## src/hw/rtl/chb_pkg.sv

```systemverilog
package chb_pkg;

	localparam int unsigned CORDIC_STEPS_DEF = 16;
	localparam int unsigned TAB_LEN = 24;

	localparam int unsigned BYTE_W = 8;
	localparam int unsigned AXIS_W = 16;
	localparam int unsigned SCALE_SH = 8;
	localparam int unsigned XY_W = 28;
	localparam int unsigned ACC_W = 26;
	localparam int unsigned OUT_W = 16;
	localparam int unsigned RND_SH = 8;

	localparam logic signed [ACC_W-1:0] HALF_TURN = ACC_W'(180 * 32768);
	localparam logic signed [ACC_W-1:0] FULL_TURN = ACC_W'(360 * 32768);
	localparam logic [ACC_W-1:0] RND_HALF = ACC_W'(128);
	localparam logic [OUT_W-1:0] FULL_TURN_OUT = OUT_W'(46080);

	typedef struct packed {
		logic zero;
		logic signed [XY_W-1:0] x;
		logic signed [XY_W-1:0] y;
		logic signed [ACC_W-1:0] acc;
	} beat_t;

	function automatic logic signed [ACC_W-1:0] atan_entry(input int unsigned idx);
		logic signed [ACC_W-1:0] v;
		case (idx)
			0: v = ACC_W'(1474560);
			1: v = ACC_W'(870484);
			2: v = ACC_W'(459940);
			3: v = ACC_W'(233473);
			4: v = ACC_W'(117189);
			5: v = ACC_W'(58652);
			6: v = ACC_W'(29333);
			7: v = ACC_W'(14667);
			8: v = ACC_W'(7334);
			9: v = ACC_W'(3667);
			10: v = ACC_W'(1833);
			11: v = ACC_W'(917);
			12: v = ACC_W'(458);
			13: v = ACC_W'(229);
			14: v = ACC_W'(115);
			15: v = ACC_W'(57);
			16: v = ACC_W'(29);
			17: v = ACC_W'(14);
			18: v = ACC_W'(7);
			19: v = ACC_W'(4);
			20: v = ACC_W'(2);
			21: v = ACC_W'(1);
			default: v = '0;
		endcase
		return v;
	endfunction

endpackage

```

## src/hw/rtl/chb_pre.sv

```systemverilog
module chb_pre (
	input logic clk,
	input logic arst_n,
	input logic in_valid,
	output logic in_stall,
	input logic [chb_pkg::BYTE_W-1:0] x_high,
	input logic [chb_pkg::BYTE_W-1:0] x_low,
	input logic [chb_pkg::BYTE_W-1:0] y_high,
	input logic [chb_pkg::BYTE_W-1:0] y_low,
	output logic out_valid,
	input logic out_stall,
	output chb_pkg::beat_t out_beat
);
	import chb_pkg::*;

	logic valid_q;
	beat_t beat_q;
	beat_t beat_d;
	logic signed [AXIS_W-1:0] x16;
	logic signed [AXIS_W-1:0] y16;
	logic signed [XY_W-1:0] xs;
	logic signed [XY_W-1:0] ys;

	assign x16 = {x_high, x_low};
	assign y16 = {y_high, y_low};
	assign xs = XY_W'(x16) <<< SCALE_SH;
	assign ys = XY_W'(y16) <<< SCALE_SH;

	always_comb begin
		beat_d.zero = (x16 == '0) && (y16 == '0);
		if (x16 < 0) begin
			beat_d.x = -xs;
			beat_d.y = -ys;
			beat_d.acc = HALF_TURN;
		end else begin
			beat_d.x = xs;
			beat_d.y = ys;
			beat_d.acc = '0;
		end
	end

	assign in_stall = valid_q && out_stall;

	always_ff @(posedge clk or negedge arst_n) begin
		if (!arst_n) begin
			valid_q <= 1'b0;
		end else if (!in_stall) begin
			valid_q <= in_valid;
		end
	end

	always_ff @(posedge clk) begin
		if (in_valid && !in_stall) begin
			beat_q <= beat_d;
		end
	end

	assign out_valid = valid_q;
	assign out_beat = beat_q;

endmodule

```

## src/hw/rtl/chb_cell.sv

```systemverilog
module chb_cell #(
	parameter int unsigned STAGE = 0
) (
	input logic clk,
	input logic arst_n,
	input logic in_valid,
	output logic in_stall,
	input chb_pkg::beat_t in_beat,
	output logic out_valid,
	input logic out_stall,
	output chb_pkg::beat_t out_beat
);
	import chb_pkg::*;

	localparam logic signed [ACC_W-1:0] ANGLE = atan_entry(STAGE);

	logic valid_q;
	beat_t beat_q;
	beat_t beat_d;
	logic signed [XY_W-1:0] dx;
	logic signed [XY_W-1:0] dy;

	assign dx = in_beat.y >>> STAGE;
	assign dy = in_beat.x >>> STAGE;

	always_comb begin
		beat_d.zero = in_beat.zero;
		if (in_beat.y >= 0) begin
			beat_d.x = in_beat.x + dx;
			beat_d.y = in_beat.y - dy;
			beat_d.acc = in_beat.acc + ANGLE;
		end else begin
			beat_d.x = in_beat.x - dx;
			beat_d.y = in_beat.y + dy;
			beat_d.acc = in_beat.acc - ANGLE;
		end
	end

	assign in_stall = valid_q && out_stall;

	always_ff @(posedge clk or negedge arst_n) begin
		if (!arst_n) begin
			valid_q <= 1'b0;
		end else if (!in_stall) begin
			valid_q <= in_valid;
		end
	end

	always_ff @(posedge clk) begin
		if (in_valid && !in_stall) begin
			beat_q <= beat_d;
		end
	end

	assign out_valid = valid_q;
	assign out_beat = beat_q;

endmodule

```

## src/hw/rtl/chb_post.sv

```systemverilog
module chb_post (
	input logic clk,
	input logic arst_n,
	input logic in_valid,
	output logic in_stall,
	input chb_pkg::beat_t in_beat,
	output logic out_valid,
	input logic out_stall,
	output logic [chb_pkg::OUT_W-1:0] heading
);
	import chb_pkg::*;

	logic valid_q;
	logic [OUT_W-1:0] heading_q;
	logic [OUT_W-1:0] heading_d;
	logic signed [ACC_W-1:0] acc_wrap;
	logic [ACC_W-1:0] acc_rnd;
	logic [OUT_W-1:0] h_raw;

	assign acc_wrap = (in_beat.acc < 0) ? in_beat.acc + FULL_TURN : in_beat.acc;
	assign acc_rnd = ACC_W'(acc_wrap) + RND_HALF;
	assign h_raw = acc_rnd[RND_SH+OUT_W-1:RND_SH];

	always_comb begin
		if (in_beat.zero) begin
			heading_d = '0;
		end else if (h_raw >= FULL_TURN_OUT) begin
			heading_d = h_raw - FULL_TURN_OUT;
		end else begin
			heading_d = h_raw;
		end
	end

	assign in_stall = valid_q && out_stall;

	always_ff @(posedge clk or negedge arst_n) begin
		if (!arst_n) begin
			valid_q <= 1'b0;
		end else if (!in_stall) begin
			valid_q <= in_valid;
		end
	end

	always_ff @(posedge clk) begin
		if (in_valid && !in_stall) begin
			heading_q <= heading_d;
		end
	end

	assign out_valid = valid_q;
	assign heading = heading_q;

endmodule

```

## src/hw/rtl/compass_heading_from_bytes.sv

```systemverilog
// Compass heading from the raw X and Y magnetometer bytes: each byte pair is
// joined into a signed 16-bit axis value and the heading atan2(y, x) is given in
// units of 1/128 degree, 0 up to 46079, with both axes zero giving 0. The block
// takes one beat per clock cycle while in_stall is low and gives one result beat
// per input beat, in order. It is built from a pre-rotation stage, one CORDIC
// cell per step (CORDIC_STEPS, capped at TAB_LEN), and a wrap-and-round stage
// holding the output register. Every stage holds its beat under stall, so a
// stalled output only halts the stages behind it once they are full.
module compass_heading_from_bytes #(
	parameter int unsigned CORDIC_STEPS = chb_pkg::CORDIC_STEPS_DEF
) (
	input logic clk,
	input logic arst_n,
	input logic in_valid,
	output logic in_stall,
	input logic [chb_pkg::BYTE_W-1:0] x_high,
	input logic [chb_pkg::BYTE_W-1:0] x_low,
	input logic [chb_pkg::BYTE_W-1:0] y_high,
	input logic [chb_pkg::BYTE_W-1:0] y_low,
	output logic out_valid,
	input logic out_stall,
	output logic [chb_pkg::OUT_W-1:0] heading
);
	import chb_pkg::*;

	localparam int unsigned NSTEPS = (CORDIC_STEPS > TAB_LEN) ? TAB_LEN : CORDIC_STEPS;

	beat_t link_beat [NSTEPS+1];
	logic link_valid [NSTEPS+1];
	logic link_stall [NSTEPS+1];

	chb_pre u_pre (
		.clk(clk),
		.arst_n(arst_n),
		.in_valid(in_valid),
		.in_stall(in_stall),
		.x_high(x_high),
		.x_low(x_low),
		.y_high(y_high),
		.y_low(y_low),
		.out_valid(link_valid[0]),
		.out_stall(link_stall[0]),
		.out_beat(link_beat[0])
	);

	for (genvar i = 0; i < NSTEPS; i++) begin : g_cell
		chb_cell #(
			.STAGE(i)
		) u_cell (
			.clk(clk),
			.arst_n(arst_n),
			.in_valid(link_valid[i]),
			.in_stall(link_stall[i]),
			.in_beat(link_beat[i]),
			.out_valid(link_valid[i+1]),
			.out_stall(link_stall[i+1]),
			.out_beat(link_beat[i+1])
		);
	end

	chb_post u_post (
		.clk(clk),
		.arst_n(arst_n),
		.in_valid(link_valid[NSTEPS]),
		.in_stall(link_stall[NSTEPS]),
		.in_beat(link_beat[NSTEPS]),
		.out_valid(out_valid),
		.out_stall(out_stall),
		.heading(heading)
	);

endmodule

```

## config.mk

```make
export PLATFORM = sky130hd
export DESIGN_NAME = compass_heading_from_bytes
export DESIGN_NICKNAME = d
export VERILOG_FILES = /design/src/hw/rtl/chb_pkg.sv /design/src/hw/rtl/chb_pre.sv /design/src/hw/rtl/chb_cell.sv /design/src/hw/rtl/chb_post.sv /design/src/hw/rtl/compass_heading_from_bytes.sv
export SDC_FILE = /design/constraint.sdc
export NUM_CORES = 2
export LEC_CHECK = 0
export BUFFER_PORTS_ARGS = -buffer_cell sky130_fd_sc_hd__buf_4
export CAP_MARGIN = 40
export CORE_MARGIN = 2
export CORE_UTILIZATION = 30
export DETAILED_ROUTE_END_ITERATION = 6
export PLACE_DENSITY = 0.43
export SETUP_SLACK_MARGIN = 0.3
export SYNTH_ARGS = -nofsm -noshare
export SYNTH_HDL_FRONTEND = slang
export SYNTH_SLANG_ARGS = --single-unit
```

## constraint.sdc

```tcl
create_clock -name clk -period 11.85 [get_ports clk]
set_input_delay 1.185 -clock clk [delete_from_list [all_inputs] [get_ports clk]]
set_output_delay 1.185 -clock clk [all_outputs]
set_load 0.02 [all_outputs]
```

# [After elaboration in Yosys (flattened, before gate mapping)]
# Index checks and enable logic that the tools add are counted.
[classes] addsub=96 n_lt_le_gt_ge=19 muxes=19 n_reduce_logical=57
[op_table] op="82-bit two-way mux" n=16
[op_table] op="28-bit by 1-bit greater-or-equal comparator with 1-bit output, second input constant" n=16
[op_table] op="28-bit by 14-bit adder with 28-bit output" n=2
[op_table] op="28-bit by 15-bit adder with 28-bit output" n=2
[op_table] op="28-bit by 16-bit adder with 28-bit output" n=2
[op_table] op="28-bit by 17-bit adder with 28-bit output" n=2
[op_table] op="28-bit by 18-bit adder with 28-bit output" n=2
[op_table] op="28-bit by 19-bit adder with 28-bit output" n=2
[op_table] op="28-bit by 20-bit adder with 28-bit output" n=2
[op_table] op="28-bit by 21-bit adder with 28-bit output" n=2
[op_table] op="28-bit by 22-bit adder with 28-bit output" n=2
[op_table] op="28-bit by 23-bit adder with 28-bit output" n=2
[op_table] op="28-bit by 24-bit adder with 28-bit output" n=2
[op_table] op="28-bit by 25-bit adder with 28-bit output" n=2
[op_table] op="28-bit by 26-bit adder with 28-bit output" n=2
[op_table] op="28-bit by 27-bit adder with 28-bit output" n=2
[op_table] op="24-bit negation with 28-bit output" n=2
[op_table] op="28-bit by 14-bit subtractor with 28-bit output" n=2
[op_table] op="28-bit by 15-bit subtractor with 28-bit output" n=2
[op_table] op="28-bit by 16-bit subtractor with 28-bit output" n=2
[op_table] op="28-bit by 17-bit subtractor with 28-bit output" n=2
[op_table] op="28-bit by 18-bit subtractor with 28-bit output" n=2
[op_table] op="28-bit by 19-bit subtractor with 28-bit output" n=2
[op_table] op="28-bit by 20-bit subtractor with 28-bit output" n=2
[op_table] op="other kinds (53)" n=115
[word_totals] register_bits=1361 input_bits=36 out_inout_bits=18 word_cells=277

# [Logic depth before layout (Yosys ltp)]
[depth] word_depth=20 depth_mapped=20 depth_no_buf=20

# [By module]
# Synthesis repeated with hierarchy kept, for this count alone.
[hier_totals] hier_cells=12791 hier_area_um2=121250.0
[modules_own_cells] mod="chb_cell (g_cell[0].u_cell)" instances=1 cells_each=853 area_each_um2=7825.0 seq_area_each_um2=2487.4
[modules_own_cells] mod="chb_cell (g_cell[1].u_cell)" instances=1 cells_each=830 area_each_um2=7672.4 seq_area_each_um2=2517.4
[modules_own_cells] mod="chb_cell (g_cell[2].u_cell)" instances=1 cells_each=823 area_each_um2=7649.8 seq_area_each_um2=2517.4
[modules_own_cells] mod="chb_cell (g_cell[6].u_cell)" instances=1 cells_each=813 area_each_um2=7503.4 seq_area_each_um2=2517.4
[modules_own_cells] mod="chb_cell (g_cell[4].u_cell)" instances=1 cells_each=799 area_each_um2=7452.1 seq_area_each_um2=2517.4
[modules_own_cells] mod="chb_cell (g_cell[5].u_cell)" instances=1 cells_each=800 area_each_um2=7449.6 seq_area_each_um2=2517.4
[modules_own_cells] mod="chb_cell (g_cell[3].u_cell)" instances=1 cells_each=803 area_each_um2=7444.6 seq_area_each_um2=2517.4
[modules_own_cells] mod="chb_cell (g_cell[7].u_cell)" instances=1 cells_each=772 area_each_um2=7338.3 seq_area_each_um2=2517.4
[modules_own_cells] mod="chb_cell (g_cell[9].u_cell)" instances=1 cells_each=775 area_each_um2=7322.0 seq_area_each_um2=2517.4
[modules_own_cells] mod="chb_cell (g_cell[10].u_cell)" instances=1 cells_each=780 area_each_um2=7319.5 seq_area_each_um2=2517.4
[modules_own_cells] mod="chb_cell (g_cell[8].u_cell)" instances=1 cells_each=752 area_each_um2=7228.2 seq_area_each_um2=2517.4
[modules_own_cells] mod="chb_cell (g_cell[13].u_cell)" instances=1 cells_each=753 area_each_um2=7153.1 seq_area_each_um2=2517.4
[modules_own_cells] mod="chb_cell (g_cell[15].u_cell)" instances=1 cells_each=752 area_each_um2=7121.8 seq_area_each_um2=2517.4
[modules_own_cells] mod="chb_cell (g_cell[12].u_cell)" instances=1 cells_each=731 area_each_um2=7010.5 seq_area_each_um2=2517.4
[modules_own_cells] mod="+4 rows"

# [Worst setup path before layout]
# OpenSTA, ideal clock, no wires.
[synth_timing] kind="in2reg" start="input port out_stall" end="register g_cell[3].u_cell.beat_q (netlist bit g_cell[3].u_cell.out_beat[10]), enable pin" setup_ps=535 arrival_time_ps=5402 required_ps=11315 path_slack_ps=5913 stages=6 n_path_buf=0 path_cell_list="nand3_1 nor2_1 and3_1 nand2_1 nor3_1 a21oi_1"
[synth_via] elab_chain_len=16
[synth_rtl] item="start, declared" line="compass_heading_from_bytes.sv:21" rtl="input logic out_stall,"
[synth_rtl] item="1-bit logical AND" line="chb_post.sv:34" rtl="assign in_stall = valid_q && out_stall;"
[synth_rtl] item="1-bit logical AND (13 in series)" line="chb_cell.sv:39" rtl="assign in_stall = valid_q && out_stall;"
[synth_rtl] item="1-bit logical NOT"
[synth_rtl] item="1-bit logical AND" line="chb_cell.sv:50" rtl="if (in_valid && !in_stall) begin"
[synth_rtl] item="end signal, assigned" line="chb_cell.sv:51" rtl="beat_q <= beat_d;"
[synth_rtl] item="end, declared" line="chb_cell.sv:18" rtl="beat_t beat_q;"
# Every way passes these cells.
# A chain may end at the register's enable or synchronous reset.

==> out/qor.csv <==
stage,metric,value,unit
outcome,outcome,"complete, no violations",
worst_setup_path,reg-to-reg startpoint,g_cell[10].u_cell.out_beat[53],
sta,endpoints failing setup,0,
global_routing,gr usage total,16.1,%
sta,final hold vios,0,
floorplan,Core ar.,0.312,mm^2
floorplan,Die Wd,565,um
synthesis,"EDFF count, synth",1156,
sta,Slew @ Worst Pin,0.939,ns
clock_network,"Reg clk slew, reported paths",0.06,ns
clock_network,TritonCTS clock tree,built,
finish,Area Growth Syn to Fin,11.7,%
synthesis,"area leader, netlist",edfxtp_1,
placed_design,hpwl dp,209000,um
worst_setup_path,RR Endpoint,g_cell[11].u_cell.out_beat[53],
sta,TNS Setup,0,ns
routing,wire per inst,18.6,um
worst_setup_path,CP startpoint kind,register,
sta,max-slew violation count,0,
synthesis,post-synth cell types,92,
sta,Max Clock Skew,0.0540,ns
floorplan,I/O pins,54,
clock_network,worst-skew pair later-pin latency,0.83,ns
placed_design,placer congestion estimate,0.851,
routing,DRC errors left,0,
routing,vias per inst,5.08,
worst_setup_path,R2R setup slack,6.69,ns
synthesis,fraction of registers with async set/reset,1.53,%
synthesis,Synth Cell Area,0.0943,mm^2
global_routing,global-route wire length before repair,407000,um
clock_network,cts repair resizes,0,
clock_network,Post-CTS Hold Buffers,0,
finish,area of the multi-input gates,0.0574,mm^2
run,MaxCap Viol Count,0,
synthesis,Yosys top cell area share,36.8,%
worst_setup_path,Critical Path End,g_cell[11].u_cell.out_beat[53],
sta,crit path time final,5.16,ns
worst_setup_path,CP max stage cell,edfxtp_1,
worst_setup_path,Crit Path Class,reg2reg,
floorplan,starting density of the core,30.2,%
synthesis,Synth area leaders,"edfxtp_1 37%, ha_1 15%, xnor2_1 8.8%, xor2_1 4.4%, a21oi_1 4.2%",
synthesis,register area share after synthesis,37.3,%
worst_setup_path,crit-path cells,"buf_4, inv_1, a21oi_1, xnor2_1, ha_1, a21o_1, a21oi_1, o21ai_0, or3_1, o221ai_1, o311ai_1, o41ai_1, o21ai_1, a21o_1, a21oi_1, xnor2_1",
floorplan,die area,0.319,mm^2
global_routing,initial antenna violation count,6,
clock_network,H-tree levels,4,
global_routing,grt ovf,0,
floorplan,height of the die,565,um
finish,Filler cells,31704,
global_routing,largest net degree at the start of global routing,74,
sta,period utilisation layout,43.6,%
routing,post-route ant nets,0,
clock_network,Sink Count,1174,
sta,FMAX,194,MHz
global_routing,number of global-route vias before repair,69880,
synthesis,ys flop type,edfxtp_1,
worst_setup_path,R2R cell count,16,
routing,via count,71444,
worst_setup_path,critical path's most frequent cell,a21oi_1,
routing,drt initial violations,4723,
routing,Detailed Route WL,261000,um
clock_network,CTS Root Cell,clkbuf_16,
worst_setup_path,CP Capture Type,register,
synthesis,mean post-synth cell area,9.82,um^2
clock_network,postcts setup bufs,0,
floorplan,Core Rows,205,
routing,drt first pass iters,6,
synthesis,Syn. warnings,0,
clock_network,Num CTS Buffers,159,
placed_design,IO buf count,53,
worst_setup_path,"slowest stage delay, CP",0.87,ns
finish,Nets,10991,
worst_setup_path,Crit. Startpoint,g_cell[10].u_cell.out_beat[53],
worst_hold_path,worst min-delay path category,in2async,
synthesis,Mapped Cells,9605,
finish,Reg area,0.0352,mm^2
finish,share of post-route cells with drive strength above 1,4.53,%
worst_setup_path,CP required,12.41,ns
clock_network,Max Root-Sink Buffers,4,
sta,Max-slew headroom,36.8,%
worst_setup_path,crit path DAT,5.72,ns
worst_setup_path,worst-path fanout max,33,
synthesis,synthesized flop and latch total,1174,
sta,RSZ-0062 raised after global routing,no,
[area by class of cell]
cell class | count | share of cell area [%]
clock buffers | 185 | 3.94
multi-input cells | 7950 | 54.5
flip-flops and latches | 1174 | 33.4
diodes | 2 | 0.00475
clock inverters | 91 | 0.932
repair buffers | 105 | 0.854
inverters | 421 | 1.50
well taps | 4140 | 4.92
[layer usage]
layer	global-route usage, %	vias to the layer above	wire (um)
li1	-	35930	-
met1	22.0	34078	125000
met2	27.2	1144	122000
met3	1.74	292	8480
met4	3.58	0	5620
met5	0	-	0
[cell usage in the layout (no fill, tap or decap), drive strengths merged, types with 105 or more instances in the layout]
| cell type | count |
|---|---|
| o21a | 142 |
| nand3 | 192 |
| o21bai | 141 |
| o31ai | 161 |
| nor3 | 239 |
| o21ai | 585 |
| clkbuf | 185 |
| edfxtp | 1156 |
| inv | 423 |
| buf | 105 |
| nor2b | 134 |
| xnor2 | 952 |
| xor2 | 474 |
| or3 | 140 |
| nand2b | 206 |
| nand2 | 586 |
| a21o | 299 |
| ha | 1111 |
| a21oi | 801 |
| nor2 | 723 |
[cells in the mapped netlist, drive strengths merged (32+ instances only)]
library cell and count:
and2 53, a31oi 60, or4 62, o211ai 39
or3 140, o21bai 141, nor2b 134, mux2i 32
xnor2 952, clkbuf 120, edfxtp 1156, a211oi 72
a21boi 33, o31ai 161, or2 54, o21ai 585
o21a 142, a21o 299, nor4 60, inv 416
nand3 192, ha 1111, nor2 723, nor3 239
nand4 51, nand2 586, fa 33, o41ai 84
and3 63, nand2b 206, xor2 474, a21oi 801
[critical path: cells and delay by family (launching register included)]
family	cells	cell delay, ns
xor+xnor	2	0.19
fa+ha+maj	1	0.24
simple gates	1	0.31
compound gates	10	2.44
flops	1	0.87
buf+inv	2	0.84
[kinds of logic after synthesis]
| logic type | synth area share (%) |
|---|---|
| compound gates | 17.9 |
| mux | 0.376 |
| other cells | 0.00398 |
| flops | 37.3 |
| simple gates | 13.4 |
| xor+xnor | 13.2 |
| fa+ha+maj | 15.5 |
| buf+inv | 2.24 |
[per-stage QoR]
| step | instances | area, um^2 | util (%) | setup WS, ns | hold WS, ns |
|---|---|---|---|---|---|
| global route | 14067 | 105000 | 33.7 | 6.24 | 0.226 |
| floorplan | 9686 | 94600 | - | 5.91 | 0.400 |
| finish | 14068 | 105000 | 33.7 | 6.69 | 0.272 |
| CTS | 14066 | 105000 | 33.7 | 6.63 | 0.196 |
| global placement | 13782 | 100000 | 32.0 | 6.62 | 0.402 |
| detailed placement | 13790 | 100000 | 32.1 | 6.66 | 0.406 |
[flip-flops by register name, indices dropped and copies added, names as in the netlist]
signal,cells
u_post.heading,16
u_post.out_valid,1
u_pre.out_beat,42
g_cell.u_cell.out_valid,16
u_pre.out_valid,1
g_cell.u_cell.out_beat,1098
[worst min-delay path by stage]
| stage | from | end | slack, ns | depth (start not counted) |
|---|---|---|---|---|
| detailed placement | g_cell[1].u_cell.out_beat[82] | g_cell[2].u_cell.out_beat[82] | 0.41 | 0 |
| floorplan | u_pre.out_beat[82] | g_cell[0].u_cell.out_beat[82] | 0.40 | 0 |
| global placement | g_cell[14].u_cell.out_beat[82] | g_cell[15].u_cell.out_beat[82] | 0.40 | 0 |
| CTS | arst_n | g_cell[6].u_cell.out_valid | 0.20 | 1 |
| finish | arst_n | u_pre.out_valid | 0.27 | 1 |
| global route | arst_n | g_cell[6].u_cell.out_valid | 0.23 | 1 |
Power is left out: the tool's default activity adds up to more than one toggle a clock period on the data nets, which glitch-free logic cannot reach.
